==> src/hdl/bmc_pkg.sv <==
// Package with the opcode, register address and flag constants of the baseline core.
`default_nettype none
package bmc_pkg;
	localparam int unsigned FLAG_C  = 0;
	localparam int unsigned FLAG_DC = 1;
	localparam int unsigned FLAG_Z  = 2;
	localparam int unsigned FLAG_PD = 3;
	localparam int unsigned FLAG_TO = 4;

	localparam logic [7:0] STATUS_RESET = 8'h18;
	localparam logic [5:0] OPTION_RESET = 6'h3f;
	localparam logic [3:0] TRIS_A_RESET = 4'hf;
	localparam logic [7:0] TRIS_B_RESET = 8'hff;

	localparam logic [4:0] ADDR_INDF   = 5'd0;
	localparam logic [4:0] ADDR_TMR0   = 5'd1;
	localparam logic [4:0] ADDR_PCL    = 5'd2;
	localparam logic [4:0] ADDR_STATUS = 5'd3;
	localparam logic [4:0] ADDR_FSR    = 5'd4;
	localparam logic [4:0] ADDR_PORTA  = 5'd5;
	localparam logic [4:0] ADDR_PORTB  = 5'd6;

	localparam logic [7:0] SPC_OPTION = 8'd2;
	localparam logic [7:0] SPC_SLEEP  = 8'd3;
	localparam logic [7:0] SPC_CLRWDT = 8'd4;
	localparam logic [7:0] SPC_TRISA  = 8'd5;
	localparam logic [7:0] SPC_TRISB  = 8'd6;

	typedef enum logic [3:0] {
		OP_SUBWF = 4'd2, OP_DECF = 4'd3, OP_IORWF = 4'd4, OP_ANDWF = 4'd5,
		OP_XORWF = 4'd6, OP_ADDWF = 4'd7, OP_MOVF = 4'd8, OP_COMF = 4'd9,
		OP_INCF = 4'd10, OP_DECFSZ = 4'd11, OP_RRF = 4'd12, OP_RLF = 4'd13,
		OP_SWAPF = 4'd14, OP_INCFSZ = 4'd15
	} alu_op_t;

	localparam logic [3:0] OPH_BCF   = 4'd4;
	localparam logic [3:0] OPH_BSF   = 4'd5;
	localparam logic [3:0] OPH_BTFSC = 4'd6;
	localparam logic [3:0] OPH_BTFSS = 4'd7;
	localparam logic [3:0] OPH_RETLW = 4'd8;
	localparam logic [3:0] OPH_CALL  = 4'd9;
	localparam logic [3:0] OPH_GOTOL = 4'd10;
	localparam logic [3:0] OPH_GOTOH = 4'd11;
	localparam logic [3:0] OPH_MOVLW = 4'd12;
	localparam logic [3:0] OPH_IORLW = 4'd13;
	localparam logic [3:0] OPH_ANDLW = 4'd14;
	localparam logic [3:0] OPH_XORLW = 4'd15;
endpackage
`default_nettype wire

==> src/hdl/baseline_microcontroller_core.sv <==
// Top level of the baseline 12-bit microcontroller core.
// The core executes one instruction per input word on the s_axis channel. The word
// carries the instruction together with the pin levels and the timer value that
// the instruction sees. Each accepted word produces exactly one result word on
// m_axis with the next fetch address and the visible registers.
// Two stages: stage one accepts the word and reads the register file memory
// at the decoded address; stage two reads, modifies and writes back, and loads
// the output register. A word is accepted every cycle, one instruction per
// clock, when the output side keeps up. A write in stage two to the entry read
// in stage one of the next word is forwarded, as are FSR and all core registers,
// which live in flip-flops updated by stage two.
// The return stack is kept in flip-flops, indexed by the stack level.
// Reset clears the register file to zero by a valid bit per entry, loads STATUS
// with TO and PD set and the direction and OPTION registers with all ones.
// When m_axis stalls, the result holds; a skid register holds one more, and
// s_axis_tready falls when the skid register is full, or when m_axis stalls
// while both the output register and stage two hold a word.
`default_nettype none
module baseline_microcontroller_core
	import bmc_pkg::*;
#(
	parameter int PROGRAM_WORDS = 512,
	parameter int FILE_BYTES = 32,
	parameter int RETURN_DEPTH = 2
) (
	input  wire logic        clk,
	input  wire logic        arst_n,
	input  wire logic        s_axis_tvalid,
	output logic             s_axis_tready,
	// instruction_word[11:0], port_a_pins[15:12], port_b_pins[23:16], timer_count[31:24]
	input  wire logic [31:0] s_axis_tdata,
	output logic             m_axis_tvalid,
	input  wire logic        m_axis_tready,
	// next_pc[8:0], w_value[16:9], port_a_latch[20:17], port_b_latch[28:21],
	// tris_a_value[32:29], tris_b_value[40:33], option_value[46:41],
	// timer_write_valid[47], timer_write_data[55:48], sleeping[56], zero[63:57]
	output logic [63:0]      m_axis_tdata
);
	localparam int LW = (RETURN_DEPTH > 1) ? $clog2(RETURN_DEPTH) : 1;
	localparam int SW = $clog2(RETURN_DEPTH + 1);

	logic [7:0] mem [FILE_BYTES];
	logic [FILE_BYTES-1:0] vld_q;
	logic [7:0] rd_s2;
	logic rdv_s2;

	logic [8:0] pc_q;
	logic [7:0] w_q, fsr_q, status_q, latb_q, trisb_q;
	logic [3:0] lata_q, trisa_q;
	logic [5:0] opt_q;
	logic sleep_q;
	logic [8:0] stk_q [RETURN_DEPTH];
	logic [SW-1:0] lvl_q;

	logic v_s2;
	logic [31:0] d_s2;
	logic [4:0] a_s2;
	logic ok_s2;

	logic ov_q, sk_q;
	logic [63:0] od_q, skd_q;

	logic adv;
	assign s_axis_tready = !sk_q && !(ov_q && v_s2 && !m_axis_tready);
	assign adv = s_axis_tvalid && s_axis_tready;

	logic wen;
	logic [4:0] wad;
	logic [7:0] wdat;
	logic [7:0] fsr_n;

	// forwarded read data replaces a stale memory read
	logic [7:0] fwd_d_s2;
	logic fwd_s2;

	// stage one address: uses forwarded FSR
	logic [11:0] ins1;
	logic [4:0] ra1;
	logic ok1;
	always_comb begin
		ins1 = s_axis_tdata[11:0];
		ra1 = ins1[4:0];
		if (ra1 == ADDR_INDF)
			ra1 = fsr_n[4:0];
		ok1 = (ra1 != ADDR_INDF) && (32'(ra1) < FILE_BYTES);
	end

	always_ff @(posedge clk) begin
		if (wen)
			mem[wad[$clog2(FILE_BYTES)-1:0]] <= wdat;
		if (adv)
			rd_s2 <= mem[ra1[$clog2(FILE_BYTES)-1:0]];
	end

	// stage two
	logic [11:0] ins;
	logic [7:0] fv, r, k, m, w_n, st_n, latb_n, trisb_n;
	logic [3:0] lata_n, trisa_n;
	logic [5:0] opt_n;
	logic [3:0] op;
	logic [1:0] grp;
	logic tof, skip, jumped, zset, dofw, sleep_n, tsv;
	logic [7:0] tsd, fwv;
	logic [8:0] pc1, base, npc, pcl_t;
	logic pclw;
	logic [SW-1:0] lvl_n;
	logic push, pop;
	logic [8:0] cur;
	logic [8:0] sum;
	alu_op_t code;

	always_comb begin
		ins = d_s2[11:0];
		op = ins[11:8];
		grp = ins[7:6];
		tof = ins[5];
		k = ins[7:0];
		m = 8'd1 << ins[7:5];
		code = alu_op_t'({op[1:0], grp});
		pc1 = (32'(pc_q) + 1 >= PROGRAM_WORDS) ? 9'd0 : pc_q + 9'd1;
		cur = pc1;
		if (!ok_s2)
			fv = 8'd0;
		else begin
			case (a_s2)
				ADDR_TMR0: fv = d_s2[31:24];
				ADDR_PCL: fv = pc1[7:0];
				ADDR_STATUS: fv = status_q;
				ADDR_FSR: fv = fsr_q;
				ADDR_PORTA: fv = {4'd0, d_s2[15:12]};
				ADDR_PORTB: fv = d_s2[23:16];
				default: fv = fwd_s2 ? fwd_d_s2 : (rdv_s2 ? rd_s2 : 8'd0);
			endcase
		end
		skip = 1'b0; jumped = 1'b0; zset = 1'b0; dofw = 1'b0; fwv = 8'd0; r = 8'd0;
		w_n = w_q; st_n = status_q; lata_n = lata_q; latb_n = latb_q;
		trisa_n = trisa_q; trisb_n = trisb_q; opt_n = opt_q; sleep_n = sleep_q;
		base = 9'd0; push = 1'b0; pop = 1'b0; sum = 9'd0;
		if (op <= 4'd3) begin
			if (op == 4'd0 && grp == 2'd0) begin
				if (tof) begin
					dofw = 1'b1; fwv = w_q;
				end else begin
					case (k)
						SPC_OPTION: opt_n = w_q[5:0];
						SPC_SLEEP: begin
							st_n[FLAG_TO] = 1'b1; st_n[FLAG_PD] = 1'b0; sleep_n = 1'b1;
						end
						SPC_CLRWDT: begin
							st_n[FLAG_TO] = 1'b1; st_n[FLAG_PD] = 1'b1;
						end
						SPC_TRISA: trisa_n = w_q[3:0];
						SPC_TRISB: trisb_n = w_q;
						default: ;
					endcase
				end
			end else if (op == 4'd0 && grp == 2'd1) begin
				if (tof) begin
					dofw = 1'b1; fwv = 8'd0;
				end else
					w_n = 8'd0;
			end else begin
				zset = 1'b1;
				case (code)
					OP_SUBWF: begin
						sum = {1'b0, fv} - {1'b0, w_q}; r = sum[7:0];
					end
					OP_DECF: r = fv - 8'd1;
					OP_IORWF: r = fv | w_q;
					OP_ANDWF: r = fv & w_q;
					OP_XORWF: r = fv ^ w_q;
					OP_ADDWF: begin
						sum = {1'b0, fv} + {1'b0, w_q}; r = sum[7:0];
					end
					OP_MOVF: r = fv;
					OP_COMF: r = ~fv;
					OP_INCF: r = fv + 8'd1;
					OP_DECFSZ: begin
						r = fv - 8'd1; skip = (r == 8'd0); zset = 1'b0;
					end
					OP_RRF: begin
						r = {status_q[FLAG_C], fv[7:1]}; zset = 1'b0;
					end
					OP_RLF: begin
						r = {fv[6:0], status_q[FLAG_C]}; zset = 1'b0;
					end
					OP_SWAPF: begin
						r = {fv[3:0], fv[7:4]}; zset = 1'b0;
					end
					default: begin
						r = fv + 8'd1; skip = (r == 8'd0); zset = 1'b0;
					end
				endcase
				if (tof) begin
					dofw = 1'b1; fwv = r;
				end else
					w_n = r;
			end
		end else if (op <= OPH_BTFSS) begin
			case (op)
				OPH_BCF: begin
					dofw = 1'b1; fwv = fv & ~m;
				end
				OPH_BSF: begin
					dofw = 1'b1; fwv = fv | m;
				end
				OPH_BTFSC: skip = ((fv & m) == 8'd0);
				default: skip = ((fv & m) != 8'd0);
			endcase
		end else begin
			case (op)
				OPH_RETLW: begin
					w_n = k; jumped = 1'b1; pop = 1'b1;
				end
				OPH_CALL: begin
					push = 1'b1; base = {1'b0, k}; jumped = 1'b1;
				end
				OPH_GOTOL, OPH_GOTOH: begin
					base = ins[8:0]; jumped = 1'b1;
				end
				OPH_MOVLW: w_n = k;
				OPH_IORLW: w_n = w_q | k;
				OPH_ANDLW: w_n = w_q & k;
				default: w_n = w_q ^ k;
			endcase
		end
		// file write side effects
		wen = 1'b0; wad = a_s2; wdat = fwv; tsv = 1'b0; tsd = 8'd0;
		pclw = 1'b0; pcl_t = 9'd0; fsr_n = fsr_q;
		if (v_s2 && dofw && ok_s2) begin
			case (a_s2)
				ADDR_TMR0: begin
					tsv = 1'b1; tsd = fwv;
				end
				ADDR_PCL: begin
					pclw = 1'b1; pcl_t = {1'b0, fwv};
				end
				ADDR_STATUS: st_n = (status_q & 8'h18) | (fwv & 8'he7);
				ADDR_FSR: fsr_n = fwv;
				ADDR_PORTA: lata_n = fwv[3:0];
				ADDR_PORTB: latb_n = fwv;
				default: wen = 1'b1;
			endcase
		end
		// flags
		if (op == 4'd0 && grp == 2'd1)
			st_n[FLAG_Z] = 1'b1;
		if (zset)
			st_n[FLAG_Z] = (r == 8'd0);
		if (op >= OPH_IORLW)
			st_n[FLAG_Z] = (w_n == 8'd0);
		if (op <= 4'd3 && !(op == 4'd0 && grp <= 2'd1)) begin
			if (code == OP_SUBWF) begin
				st_n[FLAG_C] = (fv >= w_q);
				st_n[FLAG_DC] = (fv[3:0] >= w_q[3:0]);
			end else if (code == OP_ADDWF) begin
				st_n[FLAG_C] = sum[8];
				st_n[FLAG_DC] = (5'(fv[3:0]) + 5'(w_q[3:0])) > 5'd15;
			end else if (code == OP_RRF)
				st_n[FLAG_C] = fv[0];
			else if (code == OP_RLF)
				st_n[FLAG_C] = fv[7];
		end
		lvl_n = lvl_q;
		if (pop) begin
			if (lvl_q != '0) begin
				lvl_n = lvl_q - SW'(1);
				base = stk_q[LW'(lvl_n)];
			end else
				base = 9'd0;
		end
		if (push && 32'(lvl_q) < RETURN_DEPTH)
			lvl_n = lvl_q + SW'(1);
		if (!jumped)
			base = pclw ? pcl_t : cur;
		if (32'(base) >= PROGRAM_WORDS)
			base = 9'(32'(base) - PROGRAM_WORDS);
		npc = (skip && (32'(base) + 1 >= PROGRAM_WORDS)) ? 9'd0 : base + {8'd0, skip};
	end

	logic [63:0] res;
	assign res = {7'd0, sleep_n, tsd, tsv, opt_n, trisb_n, trisa_n, latb_n, lata_n, w_n, npc};

	// register file writes forwarded into the same-cycle read by address match
	logic fwd_hit;
	assign fwd_hit = wen && (wad == ra1);

	always_ff @(posedge clk or negedge arst_n) begin
		if (!arst_n) begin
			v_s2 <= 1'b0;
			vld_q <= '0;
			rdv_s2 <= 1'b0;
			pc_q <= '0; w_q <= '0; fsr_q <= '0; status_q <= STATUS_RESET;
			lata_q <= '0; latb_q <= '0; trisa_q <= TRIS_A_RESET; trisb_q <= TRIS_B_RESET;
			opt_q <= OPTION_RESET; sleep_q <= 1'b0; lvl_q <= '0;
			for (int i = 0; i < RETURN_DEPTH; i++)
				stk_q[i] <= '0;
			ov_q <= 1'b0; sk_q <= 1'b0;
		end else begin
			v_s2 <= adv;
			if (adv) begin
				d_s2 <= s_axis_tdata;
				a_s2 <= ra1;
				ok_s2 <= ok1;
				rdv_s2 <= vld_q[ra1[$clog2(FILE_BYTES)-1:0]] || fwd_hit;
			end
			if (v_s2) begin
				if (wen)
					vld_q[wad[$clog2(FILE_BYTES)-1:0]] <= 1'b1;
				pc_q <= npc; w_q <= w_n; fsr_q <= fsr_n; status_q <= st_n;
				lata_q <= lata_n; latb_q <= latb_n; trisa_q <= trisa_n;
				trisb_q <= trisb_n; opt_q <= opt_n; sleep_q <= sleep_n; lvl_q <= lvl_n;
				if (push && 32'(lvl_q) < RETURN_DEPTH)
					stk_q[LW'(lvl_q)] <= pc1;
			end
			if (ov_q && m_axis_tready) begin
				ov_q <= sk_q || v_s2;
				sk_q <= 1'b0;
				od_q <= sk_q ? skd_q : res;
				if (sk_q && v_s2) begin
					sk_q <= 1'b1; skd_q <= res;
				end
			end else if (v_s2) begin
				if (!ov_q) begin
					ov_q <= 1'b1; od_q <= res;
				end else begin
					sk_q <= 1'b1; skd_q <= res;
				end
			end
		end
	end

	always_ff @(posedge clk) begin
		if (adv) begin
			fwd_s2 <= fwd_hit;
			fwd_d_s2 <= wdat;
		end
	end

	assign m_axis_tvalid = ov_q;
	assign m_axis_tdata = od_q;

	a_skid: assert property (@(posedge clk) disable iff (!arst_n) sk_q |-> ov_q)
		else $error("skid full while output empty");
	a_lvl: assert property (@(posedge clk) disable iff (!arst_n)
		32'(lvl_q) <= RETURN_DEPTH) else $error("stack level out of range");
	a_sleep: assert property (@(posedge clk) disable iff (!arst_n)
		$past(sleep_q) |-> sleep_q) else $error("sleep flag cleared");
	a_fwd: assert property (@(posedge clk) disable iff (!arst_n)
		(v_s2 && fwd_s2) |-> rdv_s2)
		else $error("forwarded entry not marked valid");
endmodule
`default_nettype wire

==> config.mk <==
export PLATFORM = sky130hd
export DESIGN_NAME = baseline_microcontroller_core
export DESIGN_NICKNAME = d
export VERILOG_FILES = /design/src/hdl/bmc_pkg.sv /design/src/hdl/baseline_microcontroller_core.sv
export SDC_FILE = /design/constraint.sdc
export NUM_CORES = 1
export LEC_CHECK = 0
export BUFFER_PORTS_ARGS = -buffer_cell sky130_fd_sc_hd__buf_4
export CAP_MARGIN = 5
export CORE_UTILIZATION = 55
export DETAILED_ROUTE_END_ITERATION = 16
export GPL_TIMING_DRIVEN = 1
export PLACE_DENSITY = 0.7
export SYNTH_ARGS = -nofsm -noshare
export SYNTH_HDL_FRONTEND = slang
export SYNTH_SLANG_ARGS = --single-unit
==> constraint.sdc <==
create_clock -name clk -period 7 [get_ports clk]
set_input_delay 1.05 -clock clk [delete_from_list [all_inputs] [get_ports clk]]
set_output_delay 1.05 -clock clk [all_outputs]
set_load 0.01 [all_outputs]
== After elaboration in Yosys (flattened, before gate mapping) ==
Memory sizes are Yosys's and may differ from the RTL's. A register that Yosys moved wholly into a read port is not among the register bits.
Index checks and enable logic that the tools add are counted.

* Add/sub/neg operators: 11
* Multiplexer cells: 133
* Div/mod/pow operators: 0
* Bitwise logic cells: 15
* Reduce and logical (&&, ||, !) cells: 59
* Order comparisons: 16
* $mul: 0
* Equal/unequal tests: 38
* Shift operators: 1

{| class="wikitable"
|+ Operator list
! kind !! number
|-
| $mux W64 || 8
|-
| $mux W8 || 27
|-
| $mux W9 || 15
|-
| $pmux W8 S11 || 1
|-
| $eq A4 B4 Y1 const B || 14
|-
| $mux W1 || 48
|-
| $pmux W8 S6 || 1
|-
| $logic_not A8 Y1 || 5
|-
| $and A8 B8 Y8 || 4
|-
| $or A32 B32 Y32 || 1
|-
| $pmux W8 S4 || 1
|-
| $eq A4 B3 Y1 const B || 7
|-
| $mux W5 || 5
|-
| $eq A8 B3 Y1 const B || 3
|-
| $mux W4 || 6
|-
| $mux W6 || 4
|-
| $or A8 B8 Y8 || 3
|-
| $add A9 B1 Y10 const B || 2
|-
| $ge A10 B10 Y1 const B || 2
|-
| $bwmux W18 || 1
|-
| $pmux W9 S2 || 1
|-
| $logic_and A1 B1 Y1 || 17
|-
| $eq A8 B2 Y1 const B || 2
|-
| $mux W2 || 8
|-
| 57 further kinds || 87
|}

* Register bits: 295
* Memories: 1
* Latch bits: 0
* Input port bits: 36
* Word-level logic and storage cells: 302
* Memory bits (read-only): 0
* Memory bits (writable): 256
* Output and inout bits: 66

{| class="wikitable"
|+ Memories
! memory !! words !! width !! read ports !! clocked after Yosys merged registers in !! write ports !! RTL line !! source
|-
| mem || 32 || 8 || 1 || 1 || 1 || baseline_microcontroller_core.sv:42 || <nowiki>logic [7:0] mem [FILE_BYTES];</nowiki>
|}

== Longest topological paths before layout ==
Gate-level depths: netlist of run 1.

* Depth after elaboration: 22
* Gate-level depth with buffers: 25

== Least setup slack after synthesis of run 1 ==
Ideal clock, no wire load.

* Kind: register -> register
* Start: reg a_s2[3]
* End: reg fwd_d_s2[6] (data pin)
* Arrival time: 4,681 ps
* Stages on the path, launching flop included: 20
* Period minus slack after synthesis: 5,029 ps
* Setup slack: 1,971 ps
* Library setup time: 347 ps
* Path through: edfxtp_1 -> buf_2 -> or3b_1 -> o32a_1 -> a21o_2 -> inv_2 -> ha_1 -> inv_1 -> fa_1 -> o21bai_1 -> a21oi_1 -> o21ai_0 -> a21oi_1 -> xnor2_1 -> o22ai_1 -> or4_1 -> o31a_1 -> a21o_1 -> a31oi_2 -> inv_1

* Cells in the longest elaborated chain, start to end: 9
* Elaborated cells between the ends (all ways): 25

{| class="wikitable"
|+ RTL lines
! item !! RTL line !! source
|-
| start, declared || baseline_microcontroller_core.sv:57 || <nowiki>logic [4:0] a_s2;</nowiki>
|-
| start signal, assigned || baseline_microcontroller_core.sv:303 || <nowiki>a_s2 <= ra1;</nowiki>
|-
| $eq A5 B3 Y1, or another cell as far along || baseline_microcontroller_core.sv:125 || <nowiki>case (a_s2)</nowiki>
|-
| $pmux W8 S6 (*) || baseline_microcontroller_core.sv:125 ||
|-
| $mux W8 (*) || baseline_microcontroller_core.sv:122 || <nowiki>if (!ok_s2)</nowiki>
|-
| $add A8 B1 Y8, or another cell as far along || baseline_microcontroller_core.sv:177, baseline_microcontroller_core.sv:191 ||
|-
| $pmux W8 S11 || baseline_microcontroller_core.sv:164 || <nowiki>case (code)</nowiki>
|-
| $mux W8 || baseline_microcontroller_core.sv:194 || <nowiki>if (tof) begin</nowiki>
|-
| $mux W8 || baseline_microcontroller_core.sv:157 || <nowiki>end else if (op == 4'd0 && grp == 2'd1) begin</nowiki>
|-
| $mux W8 || baseline_microcontroller_core.sv:140 || <nowiki>if (op == 4'd0 && grp == 2'd0) begin</nowiki>
|-
| $mux W8 (*) || baseline_microcontroller_core.sv:139 || <nowiki>if (op <= 4'd3) begin</nowiki>
|-
| via fwv[6] || baseline_microcontroller_core.sv:103 || <nowiki>logic [7:0] tsd, fwv;</nowiki>
|-
| end signal, assigned || baseline_microcontroller_core.sv:336 || <nowiki>fwd_d_s2 <= wdat;</nowiki>
|-
| end, declared || baseline_microcontroller_core.sv:73 || <nowiki>logic [7:0] fwd_d_s2;</nowiki>
|}

The timed path passes the listed nets; every way through them passes the cells marked *.
A chain may end at the register's enable or synchronous reset.

== Worst setup path in the final report of run 1 ==
* Start: reg a_s2[2]
* End: reg rd_s2[1], read port of mem (data pin)

* Cells in the longest elaborated chain, start to end: 12
* Elaborated cells between the ends (all ways): 28

{| class="wikitable"
|+ RTL lines
! item !! RTL line !! source
|-
| $eq A5 B3 Y1, or another cell as far along || baseline_microcontroller_core.sv:125 ||
|-
| $pmux W8 S6 || baseline_microcontroller_core.sv:125 ||
|-
| $mux W8 || baseline_microcontroller_core.sv:122 ||
|-
| $add A8 B1 Y8, or another cell as far along || baseline_microcontroller_core.sv:177, baseline_microcontroller_core.sv:191 ||
|-
| $pmux W8 S11 || baseline_microcontroller_core.sv:164 ||
|-
| $mux W8 || baseline_microcontroller_core.sv:194 ||
|-
| $mux W8 || baseline_microcontroller_core.sv:157 ||
|-
| $mux W8 || baseline_microcontroller_core.sv:140 ||
|-
| $mux W8 || baseline_microcontroller_core.sv:139 ||
|-
| $mux W5 (*) || baseline_microcontroller_core.sv:231 || <nowiki>case (a_s2)</nowiki>
|-
| $mux W5 (*) || baseline_microcontroller_core.sv:230 || <nowiki>if (v_s2 && dofw && ok_s2) begin</nowiki>
|-
| $mux W5 (*) || baseline_microcontroller_core.sv:83 || <nowiki>if (ra1 == ADDR_INDF)</nowiki>
|-
| end, declared || baseline_microcontroller_core.sv:44 || <nowiki>logic [7:0] rd_s2;</nowiki>
|}

Every way passes the cells marked *; elsewhere a longest branch is shown, timed or not.

==> metrics, run 1 <==
WP buf/inv 2; Nets 2,496; post-CTS setup buffers 0; Seq/Total Area, Yosys 0.581; share of cells above drive strength 1 0.158; critical path endpoint category register; Detailed Place HPWL 52,400 µm; DRC 0; average cell area after synthesis roughly 12 µm²; RSZ-0062 raised after global routing false; worst-case reg-to-reg path depth 19; Crit Path Category register to register; CP arrival approximately 7000 ps; CTS tree yes; via count between 15,000 and 20,000; largest net degree at the start of global routing between 70 and 80; Final Util 0.628; I/O Buffers 94; first-pass GRT wire length approximately 110,000 µm; Initial Util 0.556; vias per inst roughly 6.2; Worst-Margin Slew about 1300 ps; Routability Congestion between 0.9 and 1; clk_skew 45.5 ps; row count 81; type of the tightest min-delay check register to register; min cycle time layout roughly 6500 ps; CTS Hold Buffers Added 0; Max Cap Viol 0; family with the most delay on the worst path compound AO/OA/AOI/OAI gates; Min-Delay Endpoint vld_q[3]; TritonCTS buffer count between 50 and 60; vias in the first global route about 19,000; Initial DRC Count 2,017; VDD IR-drop max 238 µV; Hold WS 376 ps; CP Launch Type register; CP Cell Sequence or3b_1 > o32a_1 > a21o_2 > ha_1 > fa_1 > mux2_2 > o22ai_1 > o21ai_0 > o311ai_1 > a311o_1 > or3_1 > nand2_8 > inv_6 > buf_12 > mux2i_1 > mux2i_1 > mux2i_1 > mux2i_1 > mux2_2; H-Tree Depth 2; Cell Pwr Density ~330 nW/µm²; clock sink count between 500 and 600; die area a little over 50,000 µm²; post-route cell area 30,700 µm²; Worst Hold Path Cells 0; FF+latch count, synth 545; P_leak approximately 12 nW; num ports just over 100; Slew Limit Fails 0; root buf cell clkbuf_16; Reg clk slew, reported paths around 60 ps; r2r endpoint rd_s2[1]; EDFF count, synth ~430; clk_lat worst skew around 640 ps; Syn. warnings 0; CP required between 7000 and 8000 ps; Most used DFF post-synth edfxtp_1; Die H about 220 µm; # setup viols final 0; GRT Overall Usage 0.305; Post-Syn Instances roughly 2,300; Final Hold Vio Count 0; Reg2Reg Launch Point a_s2[2]; Routed Antenna Nets 0; Diodes inserted 0; status finished, final reports clean; Final Cycle Share 0.933; Post-Syn Area 27,200 µm²; initial antenna violation count 1; Slew headroom 0.116; cts repair resizes 0; DP Area between 20,000 and 30,000 µm²; wire per inst 24.6 µm; critical-path maximum fanout 73; max incr delay on CP roughly 790 ps; Area growth syn-to-layout 12.9%; total wire length 76,900 µm; setup TNS 0 ps; Crit-path slowest cell edfxtp_1; DRT Pass-1 Iters 6; distinct cell type count after synthesis 120; core area approximately 50,000 µm²; Max Clock Freq about 150 MHz; hold path start vld_q[3]; width of the chip 224 µm; total grt overflow 0; share of async-settable or async-resettable flops after synthesis 0.220; clk buf depth 3; r2r setup slk ~470 ps; cell mode on critical path mux2i_1
==> where the power goes <==
part,total (mW),switching [mW],leakage [nW],internal (mW)
clock network,3.21,1.29,0.967,1.92
logic,2.62,1.72,5.62,0.903
registers,4.33,0.305,5.45,4.02
==> cells in the mapped netlist (18+ instances only) <==
master,number,area share
or2_2,33,0.0076
nor2b_1,22,0.0051
ha_1,50,0.023
o21ai_0,85,0.016
nor3_1,23,0.0042
dfstp_2,20,0.019
edfxtp_1,425,0.47
nor2_1,209,0.029
inv_1,71,0.0098
a21oi_1,168,0.031
mux2_2,27,0.011
o22ai_1,19,0.0044
buf_6,20,0.0083
nand2_1,174,0.024
mux2i_1,258,0.095
a31oi_1,22,0.0051
o31ai_1,18,0.0050
clkbuf_1,73,0.010
dfrtp_1,100,0.092
nand3_1,64,0.012
==> worst max path at each step <==
stage          startpoint     endpoint  slack (ps)  cells past startpoint
2_1_floorplan     a_s2[3]  fwd_d_s2[6]        1970                     19
6_report          a_s2[2]     rd_s2[1]         470                     19
3_5_place_dp      a_s2[2]     rd_s2[1]         530                     19
3_3_place_gp      a_s2[2]     rd_s2[7]         690                     19
4_1_cts           a_s2[2]     rd_s2[1]         500                     19
5_1_grt           a_s2[2]     rd_s2[1]         140                     19
==> flip-flops by register name (all words and copies together) (netlist names), 8 cells and up <==
name,flops
mem,256
m_axis_tdata,57
skd_q,57
d_s2,32
vld_q,32
stk_q,18
pc_q,9
fsr_q,8
fwd_d_s2,8
latb_q,8
rd_s2,8
status_q,8
trisb_q,8
w_q,8
==> cells by family (layout without fill, tap and decap cells) <==
logic type                 after synthesis  after routing  synth area share
and+or+nand+nor                        651            651             0.117
DFF                                    545            545             0.581
AOI/OAI and AO/OA                      509            509             0.124
muxes                                  286            286             0.107
buffers and inverters                  216            338            0.0391
adders and majority gates               52             52            0.0245
xor gates and xnor gates                20             20           0.00645
other                                    1             55          0.000138
==> through the flow <==
step | worst slack (ps) | instances | power [mW]
2_1_floorplan | 1970 | 2334 | 5.97
5_1_grt | 140 | 3120 | 10.5
4_1_cts | 503 | 3120 | 10.2
6_report | 468 | 3120 | 10.2
3_3_place_gp | 687 | 3014 | 6.90
3_5_place_dp | 531 | 3014 | 6.95
==> placed cells by master (no fill, tap or decap), drive strengths merged, types with 14 or more instances in the layout <==
cell,n
xnor2,15
a21oi,171
mux2,27
or2,36
dfrtp,100
nor3,25
and3,17
clkinv,14
dfstp,20
nand2b,17
mux2i,258
nor2,214
and2,15
nand2,176
ha,50
o31ai,18
conb,55
a31oi,24
buf,148
nand3,65
edfxtp,425
nor2b,22
o21ai,107
o22ai,19
o211ai,17
clkbuf,82
inv,84
nand4,18
==> area by class of cell <==
type | count | area (µm²)
Clock buffer | 82 | 1600
Tap cell | 664 | 831
Multi-Input combinational cell | 1573 | 10600
Fill cell | 3888 | 18200
Inverter | 84 | 333
Clock inverter | 24 | 390
Timing Repair Buffer | 148 | 1160
Sequential cell | 545 | 15800
==> per-layer routing <==
metal	wire (µm)	vias to the layer above	GRT usage
met5	0	-	0
met4	4060	0	0.158
met3	5220	208	0.0406
met2	37000	854	0.510
met1	30700	9477	0.391
li1	-	8684	-
(Power assumes the default switching activity.)
==> inputs of run 2 (changes only) <==
==> constraint.sdc (replaced) <==
create_clock -name clk -period 7 [get_ports clk]
set_input_delay 1.4 -clock clk [delete_from_list [all_inputs] [get_ports clk]]
set_output_delay 1.4 -clock clk [all_outputs]
set_load 0.01 [all_outputs]
==> run 2 against run 1 <==
Against the previous run:
- critical path type unchanged
- largest power group unchanged
- combinational power is 2% lower
- critical path depth is 1 higher
- first-iteration DRC count is 15% lower
- highest routed layer unchanged
==> metrics, run 2 (synthesized netlist as in run 1, its figures left out) <==
status finished, final reports clean; min cycle time layout 6680 ps; critical-path maximum fanout a little over 70; initial antenna violation count 0; Routability Congestion between 0.9 and 1; die area ~50,000 µm²; DRC 0; most common cell after layout, fill and taps aside edfxtp_1; NetSw between 3 and 4 mW; Max Cap Viol 0; GRT Overall Usage 0.309; cts repair resizes 0; combinational group share of total power 0.262; clk_skew around 35 ps; Final Hold Vio Count 0; post-CTS setup buffers 0; CTS tree yes; # setup viols final 0; sequential fraction of design power 0.440; core area between 40,000 and 50,000 µm²; total power a little under 10 mW; most frequent cells in the layout edfxtp_1, mux2i_1, nor2_1; CP arrival 7060 ps; I/O Buffers 94; hold path start vld_q[6]; Initial DRC Count ~1,700; Slew Limit Fails 0; Clk pwr share 0.298; largest net degree at the start of global routing 73; vias in the first global route around 19,000; setup TNS 0 ps; share of cells above drive strength 1 0.155; RSZ-0062 raised after global routing false; clock sink count around 550; total grt overflow 0; Crit Path Category register to register; first-pass GRT wire length ~120,000 µm; clk buf depth 3; Reg2Reg Launch Point a_s2[2]; Nets about 2,500; Final Cycle Share 0.954; Slew headroom 0.141; DRT Pass-1 Iters 6; Cell Pwr Density between 300 and 400 nW/µm²; Diodes inserted 0; Routed Antenna Nets 0; type of the tightest min-delay check register to register; width of the chip about 220 µm; clk_lat worst skew 630 ps; CTS Hold Buffers Added 0; Initial Util 0.556; TritonCTS buffer count between 50 and 60; root buf cell clkbuf_16; row count slightly above 80; via count approximately 19,000; max reg flops between 200 and 300; H-Tree Depth 2; Area growth syn-to-layout 12.0%; P_leak between 10 and 15 nW; Die H between 200 and 250 µm; total wire length 76,900 µm; Net Sw Frac 0.331; Worst-Margin Slew roughly 1300 ps; VDD IR-drop max 319 µV; critical path endpoint category register; Detailed Place HPWL 53,000 µm; CP Launch Type register; num ports between 100 and 150; CP required 7380 ps; Worst Setup SP a_s2[2]; Reg clk slew, reported paths approximately 60 ps; vias per inst ~6; Max Clock Freq 150 MHz; P_int ~6.6 mW; wire per inst 24.7 µm; fillcell total approximately 4,000
==> run 2: area by class of cell <==
type	instances	area [µm²]	share of cell area
well taps	664	831	0.0273
clock inverters	25	223	0.00732
inverters	84	333	0.0109
flip-flops and latches	545	15800	0.519
repair buffers	141	1100	0.0360
clock buffers	79	1600	0.0526
multi-input cells	1573	10600	0.347
==> run 2: stage by stage <==
stage | setup WS [ps] | utilization | hold slack, ps | std cells | cell area (µm²)
2_1_floorplan | 1970 | - | 424 | 2334 | 27400
3_3_place_gp | 616 | 0.586 | 363 | 3007 | 28600
3_5_place_dp | 433 | 0.586 | 363 | 3007 | 28600
4_1_cts | 393 | 0.623 | 389 | 3111 | 30400
5_1_grt | 65.8 | 0.623 | 399 | 3111 | 30400
6_report | 322 | 0.623 | 390 | 3111 | 30400
==> run 2: power by group through the flow <==
stage	clock, mW	sequential [mW]	combinational [mW]
floorplan	0	4.28	1.68
global placement	0	4.38	2.51
detailed placement	0	4.39	2.54
CTS	2.96	4.33	2.55
global route	3.09	4.37	2.80
finish	2.93	4.33	2.58
==> run 2: routing by layer <==
| metal | track usage | wire [µm] | vias up |
|---|---|---|---|
| met3 | 0.0479 | 4910 | 197 |
| met1 | 0.396 | 30900 | 9396 |
| li1 | - | - | 8685 |
| met4 | 0.143 | 3640 | 0 |
| met5 | 0 | 0 | - |
| met2 | 0.517 | 37500 | 791 |
==> run 2: worst max-delay path, cell delays in order (launching register included) <==
cell	delay, ps
edfxtp_1	680
nor3_4	620
and2_1	330
a21oi_2	130
a21o_2	310
ha_1	240
fa_1	430
mux2_2	260
o22ai_1	140
o21ai_0	130
o311ai_1	160
a311o_1	260
or3_1	440
nand2_8	140
inv_6	650
buf_4	430
mux2i_1	280
mux2i_1	120
mux2i_1	230
mux2i_1	120
mux2_2	270
==> run 2: worst paths after layout <==
check,end,slack [ps],cells past startpoint
hold / removal,vld_q[6],390,0
max in group asynchronous,lata_q[2],4700,2
setup reg to reg,rd_s2[3],320,20
min in group asynchronous,status_q[0],870,1
setup / recovery,rd_s2[3],320,20
hold reg to reg,vld_q[6],390,0
